[src/rtl/core/smc_pkg.sv]
// Shared types and codes of the stack machine execute unit.
package smc_pkg;

    // Instruction codes
    localparam logic [4:0] OP_POP      = 5'd0;
    localparam logic [4:0] OP_PUSH     = 5'd1;
    localparam logic [4:0] OP_DUPE     = 5'd2;
    localparam logic [4:0] OP_SWAP     = 5'd3;
    localparam logic [4:0] OP_ROT      = 5'd4;
    localparam logic [4:0] OP_ADD      = 5'd5;
    localparam logic [4:0] OP_SUB      = 5'd6;
    localparam logic [4:0] OP_MULT     = 5'd7;
    localparam logic [4:0] OP_DIV      = 5'd8;
    localparam logic [4:0] OP_SHL      = 5'd9;
    localparam logic [4:0] OP_SHR      = 5'd10;
    localparam logic [4:0] OP_PRINTS   = 5'd11;
    localparam logic [4:0] OP_PRINTC   = 5'd12;
    localparam logic [4:0] OP_PRINTNUM = 5'd13;
    localparam logic [4:0] OP_JMPZ     = 5'd14;
    localparam logic [4:0] OP_JMPL     = 5'd15;
    localparam logic [4:0] OP_JMPG     = 5'd16;
    localparam logic [4:0] OP_HALT     = 5'd17;

    // Fault codes
    localparam logic [2:0] ERR_NONE      = 3'd0;
    localparam logic [2:0] ERR_UNDERFLOW = 3'd1;
    localparam logic [2:0] ERR_OVERFLOW  = 3'd2;
    localparam logic [2:0] ERR_INDEX     = 3'd3;
    localparam logic [2:0] ERR_TARGET    = 3'd4;
    localparam logic [2:0] ERR_DIVZERO   = 3'd5;
    localparam logic [2:0] ERR_OPCODE    = 3'd6;

    // Result kinds
    localparam logic [1:0] KIND_STATUS = 2'd0;
    localparam logic [1:0] KIND_NUMBER = 2'd1;
    localparam logic [1:0] KIND_CHAR   = 2'd2;

    // Configuration register indexes
    localparam int unsigned REG_PROGRAM_LENGTH = 0;

    // String terminator
    localparam logic [7:0] CHAR_NUL = 8'd0;

    // Per-cell source select
    typedef enum logic [1:0] {
        CELL_HOLD = 2'd0,
        CELL_UP   = 2'd1,
        CELL_DOWN = 2'd2,
        CELL_LOAD = 2'd3
    } cell_sel_t;

    typedef struct packed {
        cell_sel_t   sel;
        logic [31:0] load_data;
    } cell_ctrl_t;

endpackage

[src/rtl/core/smc_if.sv]
// Request and result channel interfaces of the stack machine execute unit.
interface smc_in_if;
    logic        valid;
    logic        ready;
    logic [4:0]  opcode;
    logic signed [31:0] operand;

    modport source (output valid, output opcode, output operand, input ready);
    modport sink   (input valid, input opcode, input operand, output ready);
endinterface

interface smc_out_if #(parameter int DEPTH_W = 5);
    logic               valid;
    logic               ready;
    logic [1:0]         kind;
    logic signed [31:0] value;
    logic [15:0]        next_ip;
    logic [DEPTH_W-1:0] depth;
    logic               halted;
    logic [2:0]         error_code;
    logic               last;

    modport source (output valid, output kind, output value, output next_ip, output depth,
                    output halted, output error_code, output last, input ready);
    modport sink   (input valid, input kind, input value, input next_ip, input depth,
                    input halted, input error_code, input last, output ready);
endinterface

[src/rtl/core/smc_cell.sv]
// One stack entry cell: holds, shifts from a neighbor or loads a value.
module smc_cell (
    input  logic              clk,
    input  smc_pkg::cell_ctrl_t ctrl,
    input  logic [31:0]       upper_data,
    input  logic [31:0]       lower_data,
    output logic [31:0]       data_q
);
    import smc_pkg::*;

    logic [31:0] data_reg;
    logic [31:0] data_next;

    // Select the new entry value
    always_comb
    begin
        unique case (ctrl.sel)
            CELL_UP:   data_next = upper_data;
            CELL_DOWN: data_next = lower_data;
            CELL_LOAD: data_next = ctrl.load_data;
            default:   data_next = data_reg;
        endcase
    end

    always_ff @(posedge clk)
    begin
        data_reg <= data_next;
    end

    assign data_q = data_reg;
endmodule

[src/rtl/core/smc_div.sv]
// Iterative signed 32-bit divider, one quotient bit per cycle.
module smc_div (
    input  logic        clk,
    input  logic        rst_n,
    input  logic        start,
    input  logic [31:0] dividend,
    input  logic [31:0] divisor,
    output logic        done,
    output logic [31:0] quotient
);
    logic [32:0] rem_reg, rem_next;
    logic [31:0] quo_reg, quo_next;
    logic [31:0] dvs_reg, dvs_next;
    logic        neg_reg, neg_next;
    logic [5:0]  count_reg, count_next;
    logic        busy_reg, busy_next;
    logic        done_reg, done_next;
    logic [32:0] shifted;
    logic [32:0] trial;

    // Step the restoring division
    always_comb
    begin
        rem_next   = rem_reg;
        quo_next   = quo_reg;
        dvs_next   = dvs_reg;
        neg_next   = neg_reg;
        count_next = count_reg;
        busy_next  = busy_reg;
        done_next  = 1'b0;
        shifted    = {rem_reg[31:0], quo_reg[31]};
        trial      = shifted - {1'b0, dvs_reg};
        if (start)
        begin
            rem_next   = '0;
            quo_next   = dividend[31] ? (32'd0 - dividend) : dividend;
            dvs_next   = divisor[31] ? (32'd0 - divisor) : divisor;
            neg_next   = dividend[31] ^ divisor[31];
            count_next = 6'd32;
            busy_next  = 1'b1;
        end
        else if (busy_reg)
        begin
            if (trial[32])
            begin
                rem_next = shifted;
                quo_next = {quo_reg[30:0], 1'b0};
            end
            else
            begin
                rem_next = trial;
                quo_next = {quo_reg[30:0], 1'b1};
            end
            count_next = count_reg - 6'd1;
            if (count_reg == 6'd1)
            begin
                busy_next = 1'b0;
                done_next = 1'b1;
            end
        end
    end

    always_ff @(posedge clk or negedge rst_n)
    begin
        if (!rst_n)
        begin
            count_reg <= '0;
            busy_reg  <= 1'b0;
            done_reg  <= 1'b0;
        end
        else
        begin
            count_reg <= count_next;
            busy_reg  <= busy_next;
            done_reg  <= done_next;
        end
    end

    always_ff @(posedge clk)
    begin
        rem_reg <= rem_next;
        quo_reg <= quo_next;
        dvs_reg <= dvs_next;
        neg_reg <= neg_next;
    end

    assign done     = done_reg;
    assign quotient = neg_reg ? (32'd0 - quo_reg) : quo_reg;
endmodule

[src/rtl/core/stack_machine_execute_unit.sv]
// Top level of the stack machine execute unit: control, cell chain and result emission.
//
//  channel  | dir | handshake      | payload
//  in_ch    | in  | valid/ready    | opcode, operand
//  out_ch   | out | valid/ready    | kind, value, next_ip, depth, halted, error_code, last
//  apb      | in  | psel/penable   | paddr, pwdata -> prdata (program_length)
//
// One instruction at a time. Most instructions finish in the accept cycle and show
// their first result in the next cycle; a div that starts the divider waits in S_DIV
// until the quotient is done, then commits it and shows its result; prints pops one
// cell per cycle until a terminator or an empty stack. Each result is held on out_ch
// until it is taken; in_ch is ready only when the last result is gone.
// rst_n clears depth, ip, halt and fault; stack cells are not reset.
module stack_machine_execute_unit #(
    parameter int STACK_DEPTH = 16
) (
    input  logic        clk,
    input  logic        rst_n,
    smc_in_if.sink      in_ch,
    smc_out_if.source   out_ch,
    input  logic        psel,
    input  logic        penable,
    input  logic        pwrite,
    input  logic [1:0]  paddr,
    input  logic [31:0] pwdata,
    output logic [31:0] prdata,
    output logic        pready
);
    import smc_pkg::*;

    localparam int DW = $clog2(STACK_DEPTH + 1);
    localparam int IW = $clog2(STACK_DEPTH);

    typedef enum logic [3:0] {
        S_IDLE = 4'b0001,
        S_DIV  = 4'b0010,
        S_STR  = 4'b0100,
        S_EMIT = 4'b1000
    } state_t;

    state_t         state_reg, state_next;
    logic [DW-1:0]  depth_reg, depth_next;
    logic [15:0]    ip_reg, ip_next;
    logic           halt_reg, halt_next;
    logic [2:0]     fault_reg, fault_next;
    logic [15:0]    len_reg;
    logic [DW-1:0]  cnt_reg, cnt_next;
    logic [DW-1:0]  emit_reg, emit_next;
    logic [1:0]     kind_reg, kind_next;
    logic [31:0]    buf_reg [STACK_DEPTH];
    logic           buf_we;
    logic [31:0]    buf_wdata;

    logic [31:0]    cell_q [STACK_DEPTH];
    cell_ctrl_t     ctrl [STACK_DEPTH];
    logic [31:0]    push_data;

    logic           div_start;
    logic           div_done;
    logic [31:0]    div_quo;

    logic [31:0]    opd;
    logic [31:0]    a_top;
    logic [31:0]    b_sec;
    logic [31:0]    alu_res;
    logic [DW-1:0]  dupe_rel;
    logic [31:0]    depth_ext;
    logic           take;
    logic           accept;
    logic           emit_last;

    // Configuration port
    assign pready = 1'b1;
    assign prdata = {16'd0, len_reg};

    always_ff @(posedge clk or negedge rst_n)
    begin
        if (!rst_n)
        begin
            len_reg <= '0;
        end
        else if (psel && penable && pwrite && (32'(paddr >> 2) == REG_PROGRAM_LENGTH))
        begin
            len_reg <= pwdata[15:0];
        end
    end

    // Cell chain: cell 0 is the top of stack
    for (genvar i = 0; i < STACK_DEPTH; i++)
    begin : g_cell
        logic [31:0] up_d;
        logic [31:0] low_d;
        if (i == 0)
        begin : g_top
            assign up_d = push_data;
        end
        else
        begin : g_mid
            assign up_d = cell_q[i-1];
        end
        if (i == STACK_DEPTH - 1)
        begin : g_bot
            assign low_d = '0;
        end
        else
        begin : g_upper
            assign low_d = cell_q[i+1];
        end
        smc_cell u_cell (
            .clk        (clk),
            .ctrl       (ctrl[i]),
            .upper_data (up_d),
            .lower_data (low_d),
            .data_q     (cell_q[i])
        );
    end

    smc_div u_div (
        .clk      (clk),
        .rst_n    (rst_n),
        .start    (div_start),
        .dividend (a_top),
        .divisor  (b_sec),
        .done     (div_done),
        .quotient (div_quo)
    );

    // Operands and arithmetic
    assign opd       = 32'(in_ch.operand);
    assign a_top     = cell_q[0];
    assign b_sec     = cell_q[1];
    assign depth_ext = 32'(depth_reg);
    assign dupe_rel  = depth_reg - DW'(1) - opd[DW-1:0];
    assign accept    = in_ch.valid && in_ch.ready;

    always_comb
    begin
        unique case (in_ch.opcode)
            OP_ADD:  alu_res = a_top + b_sec;
            OP_SUB:  alu_res = a_top - b_sec;
            OP_MULT: alu_res = a_top * b_sec;
            OP_SHL:  alu_res = a_top << b_sec[4:0];
            OP_SHR:  alu_res = 32'($signed(a_top) >>> b_sec[4:0]);
            default: alu_res = a_top;
        endcase
    end

    always_comb
    begin
        unique case (in_ch.opcode)
            OP_JMPZ: take = (a_top == 32'd0);
            OP_JMPL: take = a_top[31];
            default: take = (a_top != 32'd0) && !a_top[31];
        endcase
    end

    // Sequence one instruction
    always_comb
    begin
        state_next = state_reg;
        depth_next = depth_reg;
        ip_next    = ip_reg;
        halt_next  = halt_reg;
        fault_next = fault_reg;
        cnt_next   = cnt_reg;
        emit_next  = emit_reg;
        kind_next  = kind_reg;
        buf_we     = 1'b0;
        buf_wdata  = '0;
        push_data  = opd;
        div_start  = 1'b0;
        for (int i = 0; i < STACK_DEPTH; i++)
        begin
            ctrl[i].sel       = CELL_HOLD;
            ctrl[i].load_data = '0;
        end

        unique case (state_reg)
            S_IDLE:
            begin
                if (accept)
                begin
                    cnt_next   = '0;
                    emit_next  = '0;
                    kind_next  = KIND_STATUS;
                    state_next = S_EMIT;
                    if (!halt_reg && fault_reg == ERR_NONE && ip_reg < len_reg)
                    begin
                        unique case (in_ch.opcode)
                            OP_POP:
                            begin
                                if (depth_reg == '0)
                                    fault_next = ERR_UNDERFLOW;
                                else
                                begin
                                    for (int i = 0; i < STACK_DEPTH; i++)
                                        ctrl[i].sel = CELL_DOWN;
                                    depth_next = depth_reg - DW'(1);
                                    ip_next    = ip_reg + 16'd1;
                                end
                            end
                            OP_PUSH, OP_DUPE:
                            begin
                                if (in_ch.opcode == OP_DUPE && (opd[31] || opd >= depth_ext))
                                    fault_next = ERR_INDEX;
                                else if (depth_reg == DW'(STACK_DEPTH))
                                    fault_next = ERR_OVERFLOW;
                                else
                                begin
                                    if (in_ch.opcode == OP_DUPE)
                                        push_data = cell_q[dupe_rel[IW-1:0]];
                                    for (int i = 0; i < STACK_DEPTH; i++)
                                        ctrl[i].sel = CELL_UP;
                                    depth_next = depth_reg + DW'(1);
                                    ip_next    = ip_reg + 16'd1;
                                end
                            end
                            OP_SWAP:
                            begin
                                if (depth_reg < DW'(2))
                                    fault_next = ERR_UNDERFLOW;
                                else
                                begin
                                    ctrl[0].sel       = CELL_LOAD;
                                    ctrl[0].load_data = cell_q[1];
                                    ctrl[1].sel       = CELL_LOAD;
                                    ctrl[1].load_data = cell_q[0];
                                    ip_next           = ip_reg + 16'd1;
                                end
                            end
                            OP_ROT:
                            begin
                                if (depth_reg < DW'(3))
                                    fault_next = ERR_UNDERFLOW;
                                else
                                begin
                                    ctrl[0].sel       = CELL_DOWN;
                                    ctrl[1].sel       = CELL_DOWN;
                                    ctrl[2].sel       = CELL_LOAD;
                                    ctrl[2].load_data = cell_q[0];
                                    ip_next           = ip_reg + 16'd1;
                                end
                            end
                            OP_ADD, OP_SUB, OP_MULT, OP_SHL, OP_SHR, OP_DIV:
                            begin
                                if (depth_reg < DW'(2))
                                    fault_next = ERR_UNDERFLOW;
                                else if (in_ch.opcode == OP_DIV)
                                begin
                                    if (b_sec == 32'd0)
                                        fault_next = ERR_DIVZERO;
                                    else
                                    begin
                                        div_start  = 1'b1;
                                        state_next = S_DIV;
                                    end
                                end
                                else
                                begin
                                    for (int i = 1; i < STACK_DEPTH; i++)
                                        ctrl[i].sel = CELL_DOWN;
                                    ctrl[0].sel       = CELL_LOAD;
                                    ctrl[0].load_data = alu_res;
                                    depth_next        = depth_reg - DW'(1);
                                    ip_next           = ip_reg + 16'd1;
                                end
                            end
                            OP_PRINTS:
                            begin
                                kind_next  = KIND_CHAR;
                                state_next = S_STR;
                            end
                            OP_PRINTC, OP_PRINTNUM:
                            begin
                                if (depth_reg == '0)
                                    fault_next = ERR_UNDERFLOW;
                                else
                                begin
                                    for (int i = 0; i < STACK_DEPTH; i++)
                                        ctrl[i].sel = CELL_DOWN;
                                    depth_next = depth_reg - DW'(1);
                                    ip_next    = ip_reg + 16'd1;
                                    buf_we     = 1'b1;
                                    cnt_next   = DW'(1);
                                    if (in_ch.opcode == OP_PRINTC)
                                    begin
                                        kind_next = KIND_CHAR;
                                        buf_wdata = {24'd0, a_top[7:0]};
                                    end
                                    else
                                    begin
                                        kind_next = KIND_NUMBER;
                                        buf_wdata = a_top;
                                    end
                                end
                            end
                            OP_JMPZ, OP_JMPL, OP_JMPG:
                            begin
                                if (depth_reg == '0)
                                    fault_next = ERR_UNDERFLOW;
                                else if (take && (opd[31] || opd >= {16'd0, len_reg}))
                                    fault_next = ERR_TARGET;
                                else
                                begin
                                    for (int i = 0; i < STACK_DEPTH; i++)
                                        ctrl[i].sel = CELL_DOWN;
                                    depth_next = depth_reg - DW'(1);
                                    ip_next    = take ? opd[15:0] : ip_reg + 16'd1;
                                end
                            end
                            OP_HALT:
                            begin
                                halt_next = 1'b1;
                                ip_next   = ip_reg + 16'd1;
                            end
                            default:
                            begin
                                fault_next = ERR_OPCODE;
                            end
                        endcase
                    end
                end
            end
            S_DIV:
            begin
                // Commit the quotient in place of the top two entries
                if (div_done)
                begin
                    for (int i = 1; i < STACK_DEPTH; i++)
                        ctrl[i].sel = CELL_DOWN;
                    ctrl[0].sel       = CELL_LOAD;
                    ctrl[0].load_data = div_quo;
                    depth_next        = depth_reg - DW'(1);
                    ip_next           = ip_reg + 16'd1;
                    state_next        = S_EMIT;
                end
            end
            S_STR:
            begin
                // Pop one entry per cycle until a terminator or an empty stack
                if (depth_reg == '0)
                begin
                    fault_next = ERR_UNDERFLOW;
                    state_next = S_EMIT;
                end
                else
                begin
                    for (int i = 0; i < STACK_DEPTH; i++)
                        ctrl[i].sel = CELL_DOWN;
                    depth_next = depth_reg - DW'(1);
                    if (a_top[7:0] == CHAR_NUL)
                    begin
                        ip_next    = ip_reg + 16'd1;
                        state_next = S_EMIT;
                    end
                    else
                    begin
                        buf_we    = 1'b1;
                        buf_wdata = {24'd0, a_top[7:0]};
                        cnt_next  = cnt_reg + DW'(1);
                    end
                end
            end
            S_EMIT:
            begin
                // Clear the print count on the way out so the next write starts at entry 0
                if (out_ch.ready)
                begin
                    if (emit_last)
                    begin
                        state_next = S_IDLE;
                        cnt_next   = '0;
                    end
                    else
                        emit_next = emit_reg + DW'(1);
                end
            end
            default:
            begin
                state_next = S_IDLE;
            end
        endcase
    end

    always_ff @(posedge clk or negedge rst_n)
    begin
        if (!rst_n)
        begin
            state_reg <= S_IDLE;
            depth_reg <= '0;
            ip_reg    <= '0;
            halt_reg  <= 1'b0;
            fault_reg <= ERR_NONE;
            cnt_reg   <= '0;
            emit_reg  <= '0;
            kind_reg  <= KIND_STATUS;
        end
        else
        begin
            state_reg <= state_next;
            depth_reg <= depth_next;
            ip_reg    <= ip_next;
            halt_reg  <= halt_next;
            fault_reg <= fault_next;
            cnt_reg   <= cnt_next;
            emit_reg  <= emit_next;
            kind_reg  <= kind_next;
        end
    end

    // Printed values wait here until the instruction is done
    always_ff @(posedge clk)
    begin
        if (buf_we)
        begin
            buf_reg[cnt_reg[IW-1:0]] <= buf_wdata;
        end
    end

    // Result emission
    assign emit_last        = (cnt_reg == '0) || (emit_reg + DW'(1) == cnt_reg);
    assign in_ch.ready      = (state_reg == S_IDLE);
    assign out_ch.valid     = (state_reg == S_EMIT);
    assign out_ch.kind      = (cnt_reg == '0) ? KIND_STATUS : kind_reg;
    assign out_ch.value     = (cnt_reg == '0) ? 32'sd0 : $signed(buf_reg[emit_reg[IW-1:0]]);
    assign out_ch.next_ip   = ip_reg;
    assign out_ch.depth     = depth_reg;
    assign out_ch.halted    = halt_reg;
    assign out_ch.error_code = fault_reg;
    assign out_ch.last      = emit_last;
endmodule

[src/flat_wrapper.sv]
// flat-port wrapper written by rule: the top's interface ports become plain ports
module stack_machine_execute_unit_flat import smc_pkg::*;
#(
    parameter int STACK_DEPTH = 16
)
  (clk, rst_n, psel, penable, pwrite, paddr, pwdata, prdata, pready, in_ch_valid, in_ch_opcode, in_ch_operand, in_ch_ready, out_ch_valid, out_ch_kind, out_ch_value, out_ch_next_ip, out_ch_depth, out_ch_halted, out_ch_error_code, out_ch_last, out_ch_ready);
  smc_in_if in_ch_i ();
  smc_out_if #(.DEPTH_W(5)) out_ch_i ();
  input  logic clk;
  input  logic rst_n;
  input  logic psel;
  input  logic penable;
  input  logic pwrite;
  input  logic [1:0] paddr;
  input  logic [31:0] pwdata;
  output logic [31:0] prdata;
  output logic pready;
  input wire logic [$bits(in_ch_i.valid)-1:0] in_ch_valid;
  input wire logic [$bits(in_ch_i.opcode)-1:0] in_ch_opcode;
  input wire logic [$bits(in_ch_i.operand)-1:0] in_ch_operand;
  output wire logic [$bits(in_ch_i.ready)-1:0] in_ch_ready;
  output wire logic [$bits(out_ch_i.valid)-1:0] out_ch_valid;
  output wire logic [$bits(out_ch_i.kind)-1:0] out_ch_kind;
  output wire logic [$bits(out_ch_i.value)-1:0] out_ch_value;
  output wire logic [$bits(out_ch_i.next_ip)-1:0] out_ch_next_ip;
  output wire logic [$bits(out_ch_i.depth)-1:0] out_ch_depth;
  output wire logic [$bits(out_ch_i.halted)-1:0] out_ch_halted;
  output wire logic [$bits(out_ch_i.error_code)-1:0] out_ch_error_code;
  output wire logic [$bits(out_ch_i.last)-1:0] out_ch_last;
  input wire logic [$bits(out_ch_i.ready)-1:0] out_ch_ready;
  assign in_ch_i.valid = in_ch_valid;
  assign in_ch_i.opcode = in_ch_opcode;
  assign in_ch_i.operand = in_ch_operand;
  assign in_ch_ready = in_ch_i.ready;
  assign out_ch_valid = out_ch_i.valid;
  assign out_ch_kind = out_ch_i.kind;
  assign out_ch_value = out_ch_i.value;
  assign out_ch_next_ip = out_ch_i.next_ip;
  assign out_ch_depth = out_ch_i.depth;
  assign out_ch_halted = out_ch_i.halted;
  assign out_ch_error_code = out_ch_i.error_code;
  assign out_ch_last = out_ch_i.last;
  assign out_ch_i.ready = out_ch_ready;
  stack_machine_execute_unit #(.STACK_DEPTH(STACK_DEPTH)) u_core (.clk(clk), .rst_n(rst_n), .in_ch(in_ch_i), .out_ch(out_ch_i), .psel(psel), .penable(penable), .pwrite(pwrite), .paddr(paddr), .pwdata(pwdata), .prdata(prdata), .pready(pready));
endmodule
[config.mk]
export PLATFORM = sky130hd
export DESIGN_NAME = stack_machine_execute_unit_flat
export DESIGN_NICKNAME = d
export VERILOG_FILES = /design/src/rtl/core/smc_pkg.sv /design/src/rtl/core/smc_if.sv /design/src/rtl/core/smc_cell.sv /design/src/rtl/core/smc_div.sv /design/src/rtl/core/stack_machine_execute_unit.sv /design/src/flat_wrapper.sv
export SDC_FILE = /design/constraint.sdc
export NUM_CORES = 2
export LEC_CHECK = 0
export ABC_AREA = 1
export BUFFER_PORTS_ARGS = -buffer_cell sky130_fd_sc_hd__clkbuf_2
export CORE_ASPECT_RATIO = 0.5
export CORE_UTILIZATION = 50
export CTS_BUF_LIST = sky130_fd_sc_hd__clkbuf_8
export CTS_CLUSTER_DIAMETER = 120
export DETAILED_ROUTE_END_ITERATION = 6
export GPL_ROUTABILITY_DRIVEN = 0
export PLACE_DENSITY = 0.66
export SETUP_SLACK_MARGIN = 0.02
export SLEW_MARGIN = 10
export SYNTH_ARGS = -nofsm -noshare
export SYNTH_HDL_FRONTEND = slang
export SYNTH_SLANG_ARGS = --single-unit
[constraint.sdc]
create_clock -name clk -period 14.9 [get_ports clk]
set_input_delay 2.98 -clock clk [delete_from_list [all_inputs] [get_ports clk]]
set_output_delay 2.98 -clock clk [all_outputs]
set_load 0.005 [all_outputs]
; Word-level counts from Yosys, hierarchy flattened
; Memory sizes are Yosys's and may differ from the RTL's.
; Cells that the tools add are included.
[word_totals]
regBits = 674
mem_bits_rw = 512
input_bits = 78
out_inout_bits = 95
elab_cells = 348
mem_count = 1
[op_classes]
n_addsub = 13
mul = 1
n_lt_le_gt_ge = 6
eq_ne = 68
shifts = 2
n_mux = 174
bitwise = 2
reduce_logical = 48
[memory_table]
columns = name, depth, width, read_ports, rd_ports_with_merged_regs, write_ports, line
row1 = u_core.buf_reg, 16, 32, 1, 0, 1, stack_machine_execute_unit.sv:50  ; logic [31:0] buf_reg [STACK_DEPTH];
[ops]
columns = op, count
row1 = one-hot mux 32 bit (3 select lines), 15
row2 = 2-to-1 mux 32 bit, 24
row3 = one-hot mux 32 bit (2 select lines), 4
row4 = 2-to-1 mux 16 bit, 15
row5 = 2-to-1 mux 104 bit, 2
row6 = one-hot mux 32 bit (5 select lines), 1
row7 = binary-select mux 32 bit (select 4 bit), 1
row8 = one-hot mux 16 bit (7 select lines), 1
row9 = 2-to-1 mux 36 bit, 3
row10 = 2-to-1 mux 5 bit, 20
row11 = subtractor 1 x 32 -> 32 bit (first input constant), 3
row12 = 2-to-1 mux 68 bit, 1
row13 = logical NOT 32 bit, 2
row14 = one-hot mux 16 bit (3 select lines), 1
row15 = equality test 5 x 4 -> 1 bit (second input constant), 8
row16 = 2-to-1 mux 4 bit, 10
row17 = 2-to-1 mux 3 bit, 12
row18 = 2-to-1 mux 34 bit, 1
row19 = inequality test 3 bit (second input constant), 11
row20 = subtractor 33 x 32 -> 33 bit, 1
row21 = adder 32 bit, 1
row22 = >= comparator 32 x 16 -> 1 bit, 1
row23 = >= comparator 32 x 5 -> 1 bit, 1
row24 = multiplier 32 x 32 -> 32 bit, 1
row25 = 69 further kinds, 174

; Logic depth before layout (Yosys ltp)
[logic_depth]
ltp_word = 14
depth_mapped = 38
mapped_depth_nobuf = 34

; Cells and area by module
; From an unflattened synthesis, not the netlist that was laid out.
[hier_totals]
hier_cells = 11321
area_unflattened_um2 = 90503.0
[by_module_without_submodules]
columns = module, n_inst, cells_per_inst, area_per_inst_um2, seq_area_each_um2
row1 = stack_machine_execute_unit, 1, 6947, 53681.5, 16802.4
row2 = smc_cell, 16, 180, 1712.9, 960.9
row3 = smc_div, 1, 1494, 9415.3, 2792.7

; Worst setup path before layout
; OpenSTA, ideal clock, no wires.
[synth_path]
kind = input -> register
from = input in_ch_operand[0]
to = register u_core.g_cell[10].u_cell.data_reg[0], enable pin
setup_time_ns = 3.027
arrival_ns = 11.500
t_required_ns = 11.873
slack_ns = 0.373
stages = 18
path_buffers = 2
path_cell_list = inv_1 > ha_1 > inv_1 > a21boi_0 > o21ai_0 > nand2_1 > a21oi_1 > o211ai_1 > nand2_1 > nand2_1 > inv_1 > nand2_1 > nand2_1 > nor2_4 > inv_2 > buf_2 > buf_2 > nand2_1
[synth_via]
elab_chain_len = 11
word_cells_on_any_way = 17
classes_between = order compare (2) / eq/ne (3) / mux (7) / reduce/logical (5)
[synth_rtl]
columns = element, line
row1 = start: declaration, flat_wrapper.sv:20  ; input wire logic [$bits(in_ch_i.operand)-1:0] in_ch_operand;
row2 = >= comparator 32 x 16 -> 1 bit, stack_machine_execute_unit.sv:301  ; else if (take && (opd[31] || opd >= {16'd0, len_reg}))
row3 = logical OR 1 bit, stack_machine_execute_unit.sv:301
row4 = logical AND 1 bit, stack_machine_execute_unit.sv:301
row5 = 2-to-1 mux 2 bit, stack_machine_execute_unit.sv:301
row6 = 2-to-1 mux 2 bit, stack_machine_execute_unit.sv:299  ; if (depth_reg == '0)
row7 = one-hot mux 2 bit (4 select lines) *, stack_machine_execute_unit.sv:189  ; unique case (in_ch.opcode)
row8 = 2-to-1 mux 2 bit *, stack_machine_execute_unit.sv:187  ; if (!halt_reg && fault_reg == ERR_NONE && ip_reg < len_reg)
row9 = 2-to-1 mux 2 bit *, stack_machine_execute_unit.sv:181  ; if (accept)
row10 = one-hot mux 2 bit (3 select lines) *, stack_machine_execute_unit.sv:178  ; unique case (state_reg)
row11 = equality test 2 bit / equality test 2 x 1 -> 1 bit (equally long branches), smc_cell.sv:17  ; unique case (ctrl.sel)
row12 = nonzero test 3 bit (no line) *, --
row13 = end signal: assignment, smc_cell.sv:27  ; data_reg <= data_next;
row14 = end: declaration, smc_cell.sv:11  ; logic [31:0] data_reg;
; Mark *: on every way between the ends. The rest lies on a longest branch, timed or not.
; A chain may end at the register's enable or synchronous reset.

; Worst setup path after layout
[layout_path]
from = input in_ch_operand[0]
to = register u_core.g_cell[8].u_cell.data_reg[12], enable pin
[layout_via]
elab_chain_len = 11
word_cells_on_any_way = 17
classes_between = order compare (2) / eq/ne (3) / mux (7) / reduce/logical (5)
[layout_rtl]
columns = element, line
row1 = >= comparator 32 x 16 -> 1 bit, stack_machine_execute_unit.sv:301
row2 = logical OR 1 bit, stack_machine_execute_unit.sv:301
row3 = logical AND 1 bit, stack_machine_execute_unit.sv:301
row4 = 2-to-1 mux 2 bit, stack_machine_execute_unit.sv:301
row5 = 2-to-1 mux 2 bit, stack_machine_execute_unit.sv:299
row6 = one-hot mux 2 bit (4 select lines) *, stack_machine_execute_unit.sv:189
row7 = 2-to-1 mux 2 bit *, stack_machine_execute_unit.sv:187
row8 = 2-to-1 mux 2 bit *, stack_machine_execute_unit.sv:181
row9 = one-hot mux 2 bit (3 select lines) *, stack_machine_execute_unit.sv:178
row10 = equality test 2 bit / equality test 2 x 1 -> 1 bit (equally long branches), smc_cell.sv:17
row11 = nonzero test 3 bit (no line) *, --
row12 = end signal: assignment, smc_cell.sv:27
row13 = end: declaration, smc_cell.sv:11
; Marks and branches as above.

==> impl_metrics.toml <==
[global_route]
globalRoute.totalOverflow = 0
grt_use_total = 0.304
antenna_found_initial = 12
grt_pass1_wl_um = 384000
grt_max_degree = 239
grt_pass1_vias = 63900

[worst_setup_path]
worstPathMaxFanout = 122
r2r_cells = 28
cp-start-kind = "input port"
arrival_ps = 9450
crit_chain = "clkbuf_2 > inv_1 > ha_1 > buf_4 > inv_6 > a21boi_0 > o21ai_0 > nand2_1 > a21oi_1 > o211ai_1 > nand2_1 > nand2_1 > inv_1 > nand2_1 > nand2_1 > nor2_4 > inv_8 > nand2_4 > buf_4 > buf_4"
critical_path_class = "input port to flip-flop"
r2r-start = "u_core.g_cell[1].u_cell.data_q[3]$_DFFE_PP_"
cpLargestDelayFamily = "buffers and inverters"
crit_end = "u_core.g_cell[8].u_cell.data_q[12]$_DFFE_PP_"
crit_slowest_cell = "buf_4"
required_ps = 15420
r2r_slack_ps = 6290
path_common_cell = "nand2_1"
cpPeakStageDelay_ps = 850
critical_path_cell_count = 20
cp_num_buf_inv = 8
end_kind = "flip-flop"
cp-startpoint = "in_ch_operand[0]"

[sta]
whs_ps = 477
fmax_ghz = 0.112
worst_pin_slew_ps = 1230
worst_slack_ps = 5970
fin_tns_setup_ps = 0
hold_viol_final = 0
fin_crit_sh = 0.599
rsz0062_at_grt = "false"
post-route-min-period_ps = 8930
slew_violations = 0
fin_skew_ps = 68.0
setup_viol = 0
relSlewSlack = 0.170

[run]
maxCapViolations = 0

[synth]
synth_cell_types = 69
ys_ff_latch = 1186
synth-edff-count = 1089
synth_common_cells = "nand2_1, inv_1, edfxtp_1"
yosys_warnings = 0
synthCells = 9505
yosysMostFrequentCell = "nand2_1"
yosys_most_used_dff = "edfxtp_1"
netlist_area_um2 = 81700
synth_top_area_frac = 0.400
ys_seq_area_frac = 0.428
synth_area_leaders = "edfxtp_1, fa_1, nand2_1"
syn_area_per_cell_um2 = 8.60
synth_top_area_cell = "edfxtp_1"
synth-async-reset-ratio = 0.0548

[route]
dr.pass1.iters = 7
wl_um = 253000
wire_per_inst_um = 21.6
wl_met2_um = 107000
met3WireLength_um = 28400
route.detailed.drc = 1
vias_per_cell = 5.77
top_layer_used = "met5"
wl_met1_um = 107000
drtIter0Drc = 8520
vias = 67700
ant_nets = 0

[place]
port_buffers = 137
dpl_cell_area_um2 = 84100
pre_cts_slack_ps = 5180
hpwlAfterDp_um = 171000

[cts]
post_cts_resized = 0
ctsHtreeMaxLevel = 4
postCtsSetupBuffers = 0
cts_hold_repair.buffers = 0
cts-buffers-inserted = 181
clk_path_buf_depth = 4
insertion_delay_ps = 910
ctsRootBufferMaster = "clkbuf_8"
clock-sinks = 1186
clk_pin_slew_worst_paths_ps = 70
cts_tree = "done"

[finish]
drive_gt1_frac = 0.0690
nets = 10200
post-route-util = 0.541
nFillCells = 14900
fin_area_um2 = 87400
regArea_um2 = 35000
syn_to_final_growth_pct = 6.98
largest_reg_flops = 512
multi_input_area_um2 = 39100

[pwr]
seqPwrFrac = 0.302
powerDensity_nw_per_um2 = 151
power_switching_mw = 5.91
switching_share = 0.448
p_leak_nw = 38.3
pwr-share-clk = 0.195
vdd_ir_drop_max_uv = 177
p_int_mw = 7.30
power_frac_comb = 0.503

[floorplan]
placementRows = 104
dieArea_um2 = 165000
coreArea_um2 = 161000
initial_core_util = 0.506
dieWidth_um = 574
pin_count = 173
die-height_um = 288

[hold_path]
hold_class = "flip-flop to flip-flop"

[status]
violations = "design-rule violations"
outcome = "complete, but fails checks"
## cell type report
class                           count  share of cell area
Antenna cell                        2           0.0000573
Clock buffer                      187              0.0294
Clock inverter                    130             0.00803
Inverter                         1434              0.0619
Multi-Input combinational cell   6320               0.447
Sequential cell                  1186               0.400
Tap cell                         2173              0.0311
Timing Repair Buffer              302              0.0223
## cells by family after synthesis
group	synth area share
AND/OR/NAND/NOR	0.159
adder cells (fa/ha/maj)	0.137
AO/OA/AOI/OAI	0.150
other	0.0000919
buffers and inverters	0.0977
flip-flops	0.428
multiplexers	0.0135
XOR/XNOR	0.0146
## routing by layer
metal | track usage | up-vias
met3 | 0.0671 | 586
met4 | 0.126 | 10
met2 | 0.451 | 3384
met1 | 0.430 | 32400
li1 | - | 31400
met5 | 0 | -
## power groups by stage
stage | clock [mW] | sequential [mW] | combinational (mW)
floorplan | 0 | 4.00 | 4.54
global placement | 0 | 4.05 | 6.43
detailed placement | 0 | 4.05 | 6.49
CTS | 2.61 | 3.98 | 6.52
global route | 2.76 | 4.00 | 7.32
finish | 2.58 | 3.99 | 6.64
## placed cells by master, fill, tap and decap left out, types with 164 or more instances in the layout
master       n
edfxtp_1  1089
nand3_1    253
o21ai_0   1008
ha_1       240
a21oi_1    594
inv_1     1456
nand2_1   2164
nor2_1     499
buf_4      164
fa_1       410
clkbuf_8   187
## worst min path at each step
stage	cells after the start	end	startpoint	slack (ps)
final	2	u_core.u_div.rem_reg[29]$_SDFFE_PP0P_	u_core.u_div.rem_reg[29]$_SDFFE_PP0P_	480
after global routing	2	u_core.u_div.rem_reg[18]$_SDFFE_PP0P_	u_core.u_div.rem_reg[18]$_SDFFE_PP0P_	500
after CTS	2	u_core.u_div.rem_reg[20]$_SDFFE_PP0P_	u_core.u_div.rem_reg[20]$_SDFFE_PP0P_	480
after detailed placement	2	u_core.u_div.rem_reg[17]$_SDFFE_PP0P_	u_core.u_div.rem_reg[17]$_SDFFE_PP0P_	460
after global placement	2	u_core.u_div.rem_reg[28]$_SDFFE_PP0P_	u_core.u_div.rem_reg[28]$_SDFFE_PP0P_	460
after floorplan	2	u_core.u_div.rem_reg[17]$_SDFFE_PP0P_	u_core.u_div.rem_reg[17]$_SDFFE_PP0P_	440
## worst min-delay path, cell delays in order (launching register included)
cell	delay (ps)
dfxtp_1	330
nand2_1	70
nand2_1	40
## per-stage QoR
stage	cells	total power [mW]
6_report	11700	13.2
5_1_grt	11700	14.1
4_1_cts	11700	13.1
3_5_place_dp	11400	10.5
3_3_place_gp	11400	10.5
2_1_floorplan	9520	8.54
No activity file was read; power rests on OpenSTA's default activity.
